<file path="config.mk">
export PLATFORM = sky130hd
export DESIGN_NAME = link_health_quality_controller
export DESIGN_NICKNAME = d
export VERILOG_FILES = /design/src/hdl/lhqc_pkg.sv /design/src/hdl/link_health_quality_controller.sv
export SDC_FILE = /design/constraint.sdc
export NUM_CORES = 2
export LEC_CHECK = 0
export BUFFER_PORTS_ARGS = -buffer_cell sky130_fd_sc_hd__buf_2
export CORE_ASPECT_RATIO = 1.5
export CORE_UTILIZATION = 41
export CTS_BUF_LIST = sky130_fd_sc_hd__clkbuf_16
export CTS_CLUSTER_DIAMETER = 120
export CTS_CLUSTER_SIZE = 24
export DETAILED_ROUTE_END_ITERATION = 7
export GPL_ROUTABILITY_DRIVEN = 0
export GPL_TIMING_DRIVEN = 0
export PLACE_DENSITY = 0.55
export RECOVER_POWER = 100
export REMOVE_ABC_BUFFERS = 1
export SLEW_MARGIN = 30
export SYNTH_ARGS = -nofsm -noshare
export SYNTH_HDL_FRONTEND = slang
export SYNTH_SLANG_ARGS = --single-unit
</file>
<file path="constraint.sdc">
create_clock -name aclk -period 6.67 [get_ports aclk]
set_input_delay 0.3335 -clock aclk [delete_from_list [all_inputs] [get_ports aclk]]
set_output_delay 0.3335 -clock aclk [all_outputs]
set_load 0.03 [all_outputs]
</file>
<file path="src/hdl/lhqc_pkg.sv">
`default_nettype none

package lhqc_pkg;

    localparam int QUAL_W   = 7;
    localparam int HEALTH_W = 14;
    localparam int APB_AW   = 4;
    localparam int APB_DW   = 32;

    typedef logic [QUAL_W-1:0]   quality_t;
    typedef logic [HEALTH_W-1:0] health_t;
    typedef logic [APB_AW-1:0]   apb_addr_t;
    typedef logic [APB_DW-1:0]   apb_data_t;
    typedef logic [1:0]          reg_idx_t;

    // Register map, index = paddr[3:2]
    localparam reg_idx_t REG_AUTO_ENABLE     = 2'd0;
    localparam reg_idx_t REG_LINK_MODE       = 2'd1;
    localparam reg_idx_t REG_QUALITY_CEILING = 2'd2;
    localparam reg_idx_t REG_QUALITY_FLOOR   = 2'd3;

    localparam quality_t CEILING_RESET = 7'd75;
    localparam quality_t FLOOR_RESET   = 7'd10;

    localparam health_t HEALTH_FULL   = 14'd10000;
    localparam health_t HEALTH_IGNORE = 14'd2500;
    localparam health_t HEALTH_DROP   = 14'd9000;
    localparam health_t HEALTH_RISE   = 14'd9750;

    // Decrease step: floor(x / 100000) for x < 2^24 is (x * DECREASE_RECIP) >> DECREASE_SHIFT
    localparam logic [24:0] DECREASE_RECIP = 25'd21990233;
    localparam int          DECREASE_SHIFT = 41;

    function automatic health_t health_sat(input health_t h);
        health_sat = (h > HEALTH_FULL) ? HEALTH_FULL : h;
    endfunction

endpackage

`default_nettype wire

</file>
<file path="src/hdl/link_health_quality_controller.sv">
// Link health and AIMD quality controller, one transaction at a time.
// Sequence: UDP with no frames received goes straight to the quality step, else a multiply
// and a bit-serial divide; reliable multiplies, divides by the FEC count, may square the ratio.
// s_ready is high only while idle, and a result still waiting on m_ready holds the
// sequencer in its last state.
// Reset: synchronous active-low aresetn clears sequencer, quality state, output valid.
`default_nettype none

module link_health_quality_controller #(
    parameter int COUNT_WIDTH = 16
) (
    input  wire                        aclk,
    input  wire                        aresetn,
    input  wire                        psel,
    input  wire                        penable,
    input  wire                        pwrite,
    input  lhqc_pkg::apb_addr_t        paddr,
    input  lhqc_pkg::apb_data_t        pwdata,
    output lhqc_pkg::apb_data_t        prdata,
    output logic                       pready,
    input  wire                        s_valid,
    output logic                       s_ready,
    input  wire  [COUNT_WIDTH-1:0]     s_fec_count,
    input  wire  [COUNT_WIDTH-1:0]     s_packet_id_count,
    input  wire  [COUNT_WIDTH-1:0]     s_frame_id_count,
    input  wire  [COUNT_WIDTH-1:0]     s_packets_received,
    input  wire  [COUNT_WIDTH-1:0]     s_frames_received,
    input  wire  [COUNT_WIDTH-1:0]     s_frames_lost,
    output logic                       m_valid,
    input  wire                        m_ready,
    output lhqc_pkg::quality_t         m_quality,
    output lhqc_pkg::health_t          m_health_hundredths,
    output logic                       m_had_traffic
);
    import lhqc_pkg::*;

    localparam int CW    = COUNT_WIDTH;
    localparam int MW    = (CW > 32) ? CW : 32;           // multiplier operand width
    localparam int PW    = 2 * MW;                        // product width
    localparam int DW    = (2 * CW > 17) ? 2 * CW : 17;   // divisor width
    localparam int RW    = DW + 1;                        // partial remainder width
    localparam int QW    = (2 * CW > 16) ? 2 * CW : 16;   // dividend/quotient shifter
    localparam int K_EXP = 2 * CW;
    localparam int K_RAT = 16;
    localparam int K_UDP = 14;
    localparam int CNW   = $clog2(QW + 1);

    localparam logic [3:0] ST_IDLE  = 4'd0;
    localparam logic [3:0] ST_MUL   = 4'd1;
    localparam logic [3:0] ST_DIV   = 4'd2;
    localparam logic [3:0] ST_EXP   = 4'd3;
    localparam logic [3:0] ST_RAT   = 4'd4;
    localparam logic [3:0] ST_SQ    = 4'd5;
    localparam logic [3:0] ST_SQ2   = 4'd6;
    localparam logic [3:0] ST_RH    = 4'd7;
    localparam logic [3:0] ST_UDIV  = 4'd8;
    localparam logic [3:0] ST_UH    = 4'd9;
    localparam logic [3:0] ST_QSTEP = 4'd10;
    localparam logic [3:0] ST_DEC   = 4'd11;
    localparam logic [3:0] ST_DQ    = 4'd12;
    localparam logic [3:0] ST_CLAMP = 4'd13;
    localparam logic [3:0] ST_DONE  = 4'd14;

    logic [3:0]     state_reg, state_next;
    logic [3:0]     ret_reg, ret_next;
    logic [CNW-1:0] cnt_reg, cnt_next;
    logic [RW-1:0]  rem_reg, rem_next;
    logic [QW-1:0]  sh_reg, sh_next;
    logic [DW-1:0]  d_reg, d_next;
    logic [MW-1:0]  a_reg, a_next;
    logic [MW-1:0]  b_reg, b_next;
    logic [PW-1:0]  prod_reg, prod_next;
    logic [CW-1:0]  fec_reg, fec_next;
    logic [CW-1:0]  recv_reg, recv_next;
    health_t        health_reg, health_next;
    logic           traffic_reg, traffic_next;
    logic [7:0]     qc_reg, qc_next;
    quality_t       cur_q_reg, cur_q_next;
    quality_t       ceil_seen_reg, ceil_seen_next;
    logic [1:0]     cool_reg, cool_next;
    logic           auto_en_reg, auto_en_next;
    logic           mode_reg, mode_next;
    quality_t       ceil_reg, ceil_next;
    quality_t       floor_reg, floor_next;
    logic           m_valid_reg, m_valid_next;
    quality_t       m_quality_reg, m_quality_next;
    health_t        m_health_reg, m_health_next;
    logic           m_traffic_reg, m_traffic_next;

    logic              apb_wr;
    logic [RW-1:0]     rem_sh;
    logic [RW-1:0]     rem_dif;
    logic              q_bit;
    logic [CW:0]       udp_total;
    logic [16:0]       health9;
    logic signed [7:0] gap;
    logic [7:0]        q_inc;
    quality_t          q_clamp;
    logic [DW-1:0]     expected;

    assign pready  = 1'b1;
    assign apb_wr  = psel && penable && pwrite;
    assign s_ready = (state_reg == ST_IDLE);
    assign m_valid = m_valid_reg;
    assign m_quality = m_quality_reg;
    assign m_health_hundredths = m_health_reg;
    assign m_had_traffic = m_traffic_reg;

    always_comb begin
        unique case (paddr[3:2])
            REG_AUTO_ENABLE:     prdata = APB_DW'(auto_en_reg);
            REG_LINK_MODE:       prdata = APB_DW'(mode_reg);
            REG_QUALITY_CEILING: prdata = APB_DW'(ceil_reg);
            REG_QUALITY_FLOOR:   prdata = APB_DW'(floor_reg);
            default:             prdata = '0;
        endcase
    end

    // Shared restoring divider step: one quotient bit per cycle
    assign rem_sh  = {rem_reg[RW-2:0], sh_reg[QW-1]};
    assign q_bit   = (rem_sh >= {1'b0, d_reg});
    assign rem_dif = rem_sh - {1'b0, d_reg};

    assign udp_total = {1'b0, s_frames_received} + {1'b0, s_frames_lost};
    assign health9   = {health_reg, 3'b000} + 17'(health_reg);
    assign gap       = $signed({1'b0, ceil_seen_reg}) - $signed({1'b0, cur_q_reg});
    assign q_inc     = (gap > 8'sd25) ? 8'd5 : ((gap > 8'sd10) ? 8'd3 : 8'd1);
    assign expected  = DW'(sh_reg[K_EXP-1:0]);

    always_comb begin
        if (qc_reg < {1'b0, floor_reg}) begin
            q_clamp = floor_reg;
        end else if (qc_reg > {1'b0, ceil_seen_reg}) begin
            q_clamp = ceil_seen_reg;
        end else begin
            q_clamp = qc_reg[QUAL_W-1:0];
        end
    end

    always_comb begin
        state_next     = state_reg;
        ret_next       = ret_reg;
        cnt_next       = cnt_reg;
        rem_next       = rem_reg;
        sh_next        = sh_reg;
        d_next         = d_reg;
        a_next         = a_reg;
        b_next         = b_reg;
        prod_next      = prod_reg;
        fec_next       = fec_reg;
        recv_next      = recv_reg;
        health_next    = health_reg;
        traffic_next   = traffic_reg;
        qc_next        = qc_reg;
        cur_q_next     = cur_q_reg;
        ceil_seen_next = ceil_seen_reg;
        cool_next      = cool_reg;
        auto_en_next   = auto_en_reg;
        mode_next      = mode_reg;
        ceil_next      = ceil_reg;
        floor_next     = floor_reg;
        m_valid_next   = m_valid_reg && !m_ready;
        m_quality_next = m_quality_reg;
        m_health_next  = m_health_reg;
        m_traffic_next = m_traffic_reg;

        if (apb_wr) begin
            unique case (paddr[3:2])
                REG_AUTO_ENABLE:     auto_en_next = pwdata[0];
                REG_LINK_MODE:       mode_next    = pwdata[0];
                REG_QUALITY_CEILING: ceil_next    = pwdata[QUAL_W-1:0];
                REG_QUALITY_FLOOR:   floor_next   = pwdata[QUAL_W-1:0];
                default:             ;
            endcase
        end

        unique case (state_reg)
            ST_IDLE: begin
                if (s_valid) begin
                    if (mode_reg) begin
                        a_next     = MW'(s_packet_id_count);
                        b_next     = MW'(s_frame_id_count);
                        fec_next   = s_fec_count;
                        recv_next  = s_packets_received;
                        ret_next   = ST_EXP;
                        state_next = ST_MUL;
                    end else begin
                        traffic_next = (udp_total != '0);
                        d_next       = DW'(udp_total);
                        if (s_frames_received == '0) begin
                            health_next = '0;
                            state_next  = ST_QSTEP;
                        end else begin
                            a_next     = MW'(s_frames_received);
                            b_next     = MW'(HEALTH_FULL);
                            ret_next   = ST_UDIV;
                            state_next = ST_MUL;
                        end
                    end
                end
            end
            ST_MUL: begin
                prod_next  = PW'(a_reg) * PW'(b_reg);
                state_next = ret_reg;
            end
            ST_DIV: begin
                rem_next = q_bit ? rem_dif : rem_sh;
                sh_next  = {sh_reg[QW-2:0], q_bit};
                cnt_next = cnt_reg - 1'b1;
                if (cnt_reg == CNW'(1)) begin
                    state_next = ret_reg;
                end
            end
            ST_EXP: begin
                // expected = pid * fid / fec
                if (fec_reg == '0) begin
                    traffic_next = 1'b0;
                    health_next  = '0;
                    state_next   = ST_QSTEP;
                end else begin
                    rem_next   = RW'(prod_reg >> K_EXP);
                    sh_next    = QW'(prod_reg << (QW - K_EXP));
                    d_next     = DW'(fec_reg);
                    cnt_next   = CNW'(K_EXP);
                    ret_next   = ST_RAT;
                    state_next = ST_DIV;
                end
            end
            ST_RAT: begin
                traffic_next = (expected != '0);
                if (expected == '0) begin
                    health_next = '0;
                    state_next  = ST_QSTEP;
                end else if (DW'(recv_reg) >= expected) begin
                    health_next = HEALTH_FULL;
                    state_next  = ST_QSTEP;
                end else begin
                    // Q0.16 ratio: (recv << 16) / expected
                    rem_next   = RW'(recv_reg);
                    sh_next    = '0;
                    d_next     = expected;
                    cnt_next   = CNW'(K_RAT);
                    ret_next   = ST_SQ;
                    state_next = ST_DIV;
                end
            end
            ST_SQ: begin
                a_next     = MW'(sh_reg[K_RAT-1:0]);
                b_next     = MW'(sh_reg[K_RAT-1:0]);
                ret_next   = ST_SQ2;
                state_next = ST_MUL;
            end
            ST_SQ2: begin
                a_next     = MW'(prod_reg[31:0]);
                b_next     = MW'(HEALTH_FULL);
                ret_next   = ST_RH;
                state_next = ST_MUL;
            end
            ST_RH: begin
                health_next = health_sat(prod_reg[32 +: HEALTH_W]);
                state_next  = ST_QSTEP;
            end
            ST_UDIV: begin
                rem_next   = RW'(prod_reg >> K_UDP);
                sh_next    = QW'(prod_reg << (QW - K_UDP));
                cnt_next   = CNW'(K_UDP);
                ret_next   = ST_UH;
                state_next = ST_DIV;
            end
            ST_UH: begin
                health_next = health_sat(sh_reg[HEALTH_W-1:0]);
                state_next  = ST_QSTEP;
            end
            ST_QSTEP: begin
                if (!auto_en_reg || cur_q_reg == '0 || ceil_seen_reg != ceil_reg) begin
                    ceil_seen_next = ceil_reg;
                    cur_q_next     = ceil_reg;
                    cool_next      = 2'd2;
                    state_next     = ST_DONE;
                end else if (!traffic_reg || health_reg < HEALTH_IGNORE) begin
                    state_next = ST_DONE;
                end else if (cool_reg != '0) begin
                    cool_next  = cool_reg - 1'b1;
                    state_next = ST_DONE;
                end else if (health_reg < HEALTH_DROP) begin
                    a_next     = MW'(cur_q_reg);
                    b_next     = MW'(health9);
                    ret_next   = ST_DEC;
                    state_next = ST_MUL;
                end else if (health_reg >= HEALTH_RISE) begin
                    qc_next    = {1'b0, cur_q_reg} + q_inc;
                    state_next = ST_CLAMP;
                end else begin
                    qc_next    = {1'b0, cur_q_reg};
                    state_next = ST_CLAMP;
                end
            end
            ST_DEC: begin
                // q*health*9 / 100000 by reciprocal multiply
                a_next     = MW'(prod_reg[31:0]);
                b_next     = MW'(DECREASE_RECIP);
                ret_next   = ST_DQ;
                state_next = ST_MUL;
            end
            ST_DQ: begin
                qc_next    = {1'b0, prod_reg[DECREASE_SHIFT +: QUAL_W]};
                state_next = ST_CLAMP;
            end
            ST_CLAMP: begin
                if (q_clamp != cur_q_reg) begin
                    cool_next = 2'd1;
                end
                cur_q_next = q_clamp;
                state_next = ST_DONE;
            end
            ST_DONE: begin
                // hold here while the previous result is still unclaimed
                if (!m_valid_reg || m_ready) begin
                    m_valid_next   = 1'b1;
                    m_quality_next = cur_q_reg;
                    m_health_next  = health_reg;
                    m_traffic_next = traffic_reg;
                    state_next     = ST_IDLE;
                end
            end
            default: begin
                state_next = ST_IDLE;
            end
        endcase
    end

    always_ff @(posedge aclk) begin
        if (!aresetn) begin
            state_reg     <= ST_IDLE;
            ret_reg       <= ST_IDLE;
            cnt_reg       <= '0;
            cur_q_reg     <= '0;
            ceil_seen_reg <= '0;
            cool_reg      <= '0;
            auto_en_reg   <= 1'b0;
            mode_reg      <= 1'b0;
            ceil_reg      <= CEILING_RESET;
            floor_reg     <= FLOOR_RESET;
            m_valid_reg   <= 1'b0;
        end else begin
            state_reg     <= state_next;
            ret_reg       <= ret_next;
            cnt_reg       <= cnt_next;
            cur_q_reg     <= cur_q_next;
            ceil_seen_reg <= ceil_seen_next;
            cool_reg      <= cool_next;
            auto_en_reg   <= auto_en_next;
            mode_reg      <= mode_next;
            ceil_reg      <= ceil_next;
            floor_reg     <= floor_next;
            m_valid_reg   <= m_valid_next;
        end
    end

    always_ff @(posedge aclk) begin
        rem_reg       <= rem_next;
        sh_reg        <= sh_next;
        d_reg         <= d_next;
        a_reg         <= a_next;
        b_reg         <= b_next;
        prod_reg      <= prod_next;
        fec_reg       <= fec_next;
        recv_reg      <= recv_next;
        health_reg    <= health_next;
        traffic_reg   <= traffic_next;
        qc_reg        <= qc_next;
        m_quality_reg <= m_quality_next;
        m_health_reg  <= m_health_next;
        m_traffic_reg <= m_traffic_next;
    end

endmodule

`default_nettype wire

</file>
# Word level (Yosys, flattened, before mapping)

Cells that the tools add are included.

Multiply operators: 1
Add/sub/neg operators: 7
Reductions and logical operators: 49
Equality and inequality tests: 40
$lt $le $gt $ge: 11
Muxes and demuxes: 92

Operators by type and width:

| operator                                                       | number |
|---|---|
| 32-bit two-way mux                                             | 26 |
| 32-bit one-hot mux with 4 select lines                         | 4 |
| 32-bit one-hot mux with 5 select lines                         | 1 |
| 14-bit two-way mux                                             | 8 |
| 32-bit one-hot mux with 3 select lines                         | 1 |
| 4-bit two-way mux                                              | 22 |
| 14-bit one-hot mux with 5 select lines                         | 1 |
| 32-bit by 32-bit multiplier with 64-bit output                 | 1 |
| 4-bit one-hot mux with 12 select lines                         | 1 |
| 8-bit two-way mux                                              | 5 |
| 33-bit by 32-bit greater-or-equal comparator with 1-bit output | 1 |
| 16-bit by 32-bit greater-or-equal comparator with 1-bit output | 1 |
| 16-bit zero test                                               | 2 |
| 32-bit zero test                                               | 1 |
| 4-bit one-hot mux with 8 select lines                          | 1 |
| 32-bit nonzero test                                            | 1 |
| 32-bit subtractor                                              | 1 |
| 2-bit != test, second input constant                           | 15 |
| 4-bit == test, second input constant                           | 7 |
| 14-bit greater-than comparator, second input constant          | 2 |
| 6-bit one-hot mux with 4 select lines                          | 1 |
| 7-bit two-way mux                                              | 3 |
| 6-bit two-way mux                                              | 3 |
| 16-bit by 16-bit adder with 17-bit output                      | 1 |
| other kinds (49)                                               | 90 |

Bits in registers: 348
Output and inout bits: 57

# Depth between registers and ports, before layout

Word-level depth: 11
Gate-level depth with buffers: 29
Mapped depth without buffers: 27

# Worst setup path after synthesis

Ideal clock, no wire load.

Kind: reg-to-reg
Start point: register a_reg[15]
End point: register prod_reg[57], data pin
Stages on the path, launching flop included: 25
Arrival time: 7.044 ns
Setup slack: -0.638 ns
Data required time: 6.405 ns
Path buffers: 2
Period minus slack after synthesis: 7.308 ns
Cells stage by stage: edfxtp_1 > clkbuf_1 > and2_1 > fa_1 > fa_1 > fa_1 > inv_1 > fa_1 > inv_1 > fa_1 > fa_1 > fa_1 > inv_1 > fa_1 > inv_1 > ha_1 > buf_2 > nand4_1 > a2111oi_4 > a211oi_2 > o21a_2 > o21a_4 > o31ai_1 > and4_1 > nor3_1

Cells in the longest elaborated chain, start to end: 1

RTL lines:

| what                                           | RTL line                              | source |
|---|---|---|
| start: declaration                             | link_health_quality_controller.sv:70  | `logic [MW-1:0] a_reg, a_next;` |
| start signal: assignment                       | link_health_quality_controller.sv:364 | `a_reg <= a_next;` |
| 32-bit by 32-bit multiplier with 64-bit output | link_health_quality_controller.sv:203 | `prod_next = PW'(a_reg) * PW'(b_reg);` |
| end signal: assignment                         | link_health_quality_controller.sv:366 | `prod_reg <= prod_next;` |
| end: declaration                               | link_health_quality_controller.sv:72  | `logic [PW-1:0] prod_reg, prod_next;` |

No other way between the ends.
A chain may end at the register's enable or synchronous reset.

# Final worst setup path

Start point: register b_reg[5]
End point: register prod_reg[47], data pin

Cells in the longest elaborated chain, start to end: 1

RTL lines:

| what                                           | RTL line                              | source |
|---|---|---|
| start: declaration                             | link_health_quality_controller.sv:71  | `logic [MW-1:0] b_reg, b_next;` |
| start signal: assignment                       | link_health_quality_controller.sv:365 | `b_reg <= b_next;` |
| 32-bit by 32-bit multiplier with 64-bit output | link_health_quality_controller.sv:203 |  |

No other way between the ends.

==> run_summary.xml <==
<?xml version="1.0" encoding="UTF-8"?>
<metrics>
  <group name="floorplanning">
    <metric name="die_x" unit="microns">267</metric>
    <metric name="std_cell_rows" unit="">145</metric>
    <metric name="start_util" unit="%">41.4</metric>
    <metric name="core_area" unit="sq um">104000</metric>
    <metric name="design.portCount" unit="">196</metric>
    <metric name="floorplan.die_area" unit="sq um">106000</metric>
    <metric name="chipHeight" unit="microns">399</metric>
  </group>
  <group name="yosys">
    <metric name="synth_seq_cells" unit="">329</metric>
    <metric name="ys_warn_count" unit="">0</metric>
    <metric name="synthArstFlopShare" unit="%">0</metric>
    <metric name="synth_edf_count" unit="">282</metric>
    <metric name="synth_top_family_by_area" unit="">adder cells</metric>
    <metric name="simple_gate_share_of_the_synthesized_area" unit="%">14.1</metric>
    <metric name="synth-compound-area-share" unit="%">11.6</metric>
    <metric name="synth-xor-area-share" unit="%">2.85</metric>
    <metric name="post_synth_mux_area_share" unit="%">1.67</metric>
    <metric name="ys_types" unit="">97</metric>
    <metric name="post_synth_instance_area" unit="sq um">43100</metric>
    <metric name="synth-adder-area-share" unit="%">38.7</metric>
    <metric name="syn_avg_cell_area" unit="sq um">9.67</metric>
    <metric name="seq_area_frac_synth" unit="%">21.8</metric>
    <metric name="synthCells" unit="">4455</metric>
    <metric name="postSynth.topFlopCell" unit="">edfxtp_1</metric>
  </group>
  <group name="timing">
    <metric name="finalCriticalPeriod" unit="ps">7620</metric>
    <metric name="max_slew_margin" unit="%">-9.84</metric>
    <metric name="report.final.slew_viol_count" unit="">48</metric>
    <metric name="fmax" unit="GHz">0.131</metric>
    <metric name="hold_viol_final" unit="">0</metric>
    <metric name="hold-worst-slack" unit="ps">23.7</metric>
    <metric name="clock-skew-final" unit="ps">33.6</metric>
    <metric name="setup_slack" unit="ps">-952</metric>
    <metric name="fin_crit_sh" unit="%">114</metric>
    <metric name="worst_slew_pin_slew" unit="ps">1650</metric>
    <metric name="unrepaired_setup_endpoints_after_global_routing" unit="">yes</metric>
    <metric name="setup-violations-final" unit="">44</metric>
  </group>
  <group name="routing">
    <metric name="drt_iter0_markers" unit="">2246</metric>
    <metric name="dr.pass1.iters" unit="">8</metric>
    <metric name="routed_wl" unit="microns">139000</metric>
    <metric name="post_drt_via_cell_ratio" unit="">5.43</metric>
    <metric name="postRouteAntennaNets" unit="">0</metric>
    <metric name="total_number_of_vias" unit="">33300</metric>
    <metric name="detail_route.wl_per_cell" unit="microns">22.6</metric>
    <metric name="drc_errors" unit="">0</metric>
  </group>
  <group name="finish">
    <metric name="layout.cells.most_common_list" unit="">744 x inv_1, 570 x fa_1, 382 x nand2_1, 382 x and2_1, 354 x ha_1</metric>
    <metric name="final_cell_count_no_fill" unit="">6130</metric>
    <metric name="drive_gt1_share" unit="%">13.8</metric>
    <metric name="number_of_nets_at_the_end_of_the_flow" unit="">5845</metric>
    <metric name="synthToLayoutAreaGrowth" unit="%">15.8</metric>
    <metric name="largest_register_ff_count" unit="">59</metric>
    <metric name="mostFrequentLayoutCell" unit="">inv_1</metric>
  </group>
  <group name="setup_path">
    <metric name="worstPathMaxFanout" unit="">8</metric>
    <metric name="timing.critical_path.slowest_cell_delay" unit="ps">570</metric>
    <metric name="critical_path.endpoint_type" unit="">register</metric>
    <metric name="worstSetupPathType" unit="">reg2reg</metric>
    <metric name="critical_path.most_common_cell" unit="">fa_1</metric>
    <metric name="worst-endpoint-required" unit="ps">6980</metric>
    <metric name="regToRegSetupSlack" unit="ps">-950</metric>
    <metric name="worstSetupStartpointType" unit="">register</metric>
    <metric name="worst_path_max_delay_cell" unit="">fa_1</metric>
    <metric name="critical_path_arrival" unit="ps">7930</metric>
  </group>
  <group name="worst_hold_path">
    <metric name="min_path_type" unit="">in2reg</metric>
  </group>
  <group name="global_routing">
    <metric name="grt_pass1_wl" unit="microns">210000</metric>
    <metric name="grt.met1_usage" unit="%">28.9</metric>
    <metric name="global_route.peak_usage_layer" unit="">met2</metric>
    <metric name="grtUsageMet3" unit="%">1.90</metric>
    <metric name="number_of_antenna_violations_at_the_first_check_in_global_routing" unit="">2</metric>
    <metric name="pin_count_of_the_biggest_net_entering_global_routing" unit="">41</metric>
    <metric name="groute.layer.met2.usage" unit="%">48.6</metric>
    <metric name="total_gr_overflow" unit="">0</metric>
    <metric name="grt.total_usage" unit="%">26.3</metric>
    <metric name="grt_pass1_vias" unit="">35200</metric>
  </group>
  <group name="clock_network">
    <metric name="clockRootBuffer" unit="">clkbuf_16</metric>
    <metric name="clkTransAtPathRegs" unit="ps">100</metric>
    <metric name="clock_latency" unit="ps">580</metric>
    <metric name="clkSinkCount" unit="">329</metric>
    <metric name="clock_tree.htree_level_count" unit="">1</metric>
    <metric name="cts-buffers-inserted" unit="">17</metric>
    <metric name="cts_tree" unit="">yes</metric>
    <metric name="cts.path.max_buffers" unit="">3</metric>
  </group>
  <group name="job">
    <metric name="cap_viol_max_count" unit="">2</metric>
  </group>
  <group name="run_status">
    <metric name="outcome" unit="">finished with violations</metric>
    <metric name="violations" unit="">max-capacitance violations, max-slew violations, negative setup slack</metric>
  </group>
  <group name="placed_design">
    <metric name="port_buffers" unit="">142</metric>
    <metric name="placed_cells" unit="">5864</metric>
    <metric name="place_hpwl" unit="microns">109000</metric>
  </group>
</metrics>
==> cell usage after synthesis (16+ instances only) <==
cell	n	area, sq um
nor3_1	32	160
a211oi_1	21	158
nor2_1	130	488
o21bai_1	18	135
xnor2_1	74	648
edfxtp_1	282	8470
inv_1	778	2920
o21a_1	23	173
o21ai_0	156	781
buf_2	16	80.1
xor2_1	66	578
and2_1	424	2650
o211ai_1	19	143
clkbuf_1	191	717
nand3_1	46	230
nand4_1	33	206
a21oi_1	177	886
ha_1	394	4930
buf_4	27	203
mux2i_1	64	641
nor4_1	26	163
nand2_1	388	1460
a222oi_1	41	410
fa_1	587	11800
nor2b_1	30	188
dfxtp_1	47	941
nand2b_1	23	144
a31oi_1	19	119
a22oi_1	31	233
a21o_1	70	526
==> layout make-up <==
type / instances / area [sq um]
sequential: 329 / 9410
antenna: 4 / 10.0
inverter: 779 / 2930
fill: 9831 / 54300
timing repair buffer: 470 / 4180
clock inverter: 7 / 36.3
multi-input combinational: 3128 / 31100
clock buffer: 17 / 425
tap: 1396 / 1750
==> per-layer routing <==
| layer | routed length (microns) | vias up |
|---|---|---|
| li1 | - | 15100 |
| met2 | 72000 | 1031 |
| met1 | 50100 | 16800 |
| met4 | 10800 | 0 |
| met5 | 0 | - |
| met3 | 5870 | 374 |
==> what timing repair did <==
item                       4_1_cts  5_1_grt
gates cloned                     7        2
gates resized for setup        293       65
pin swaps                      195       78
hold endpoints to repair        35        0
hold buffers                    34        0
setup endpoints to repair       46       45
setup buffers                  159       38
==> critical path: cells and delay by family, from the launching register on <==
family          cells  cell delay [ps]
flops               1              500
xor+xnor            1              150
buf+inv             6              560
fa+ha+maj           9             4340
simple gates        2              260
compound gates      7             1550
==> cell families after synthesis <==
| group | Yosys count |
|---|---|
| DFF | 329 |
| adders and majority gates | 981 |
| muxes | 70 |
| xor gates and xnor gates | 140 |
| buffers and inverters | 1022 |
| other | 2 |
| AOI/OAI and AO/OA | 727 |
| and+or+nand+nor | 1184 |
==> metrics by stage <==
stage	setup slack, ps	setup TNS, ps	utilization, %	instance area [sq um]
2_1_floorplan	-709	-13180	-	42100
3_3_place_gp	-2900	-427850	42.8	44600
3_5_place_dp	-2040	-57970	44.1	45900
4_1_cts	-883	-21260	47.7	49600
5_1_grt	-1200	-42920	47.9	49900
6_report	-952	-25480	47.9	49900
==> path summary, 6_finish.rpt <==
kind              depth (start not counted)      endpoint       start
hold reg to reg                           2    ret_reg[0]  ret_reg[0]
setup reg to reg                         25  prod_reg[47]    b_reg[5]
hold / removal                            3  floor_reg[4]   pwdata[4]
setup / recovery                         25  prod_reg[47]    b_reg[5]
Power is not shown: default switching activity piles up to over one toggle a cycle in this logic, so the estimate is an artifact.
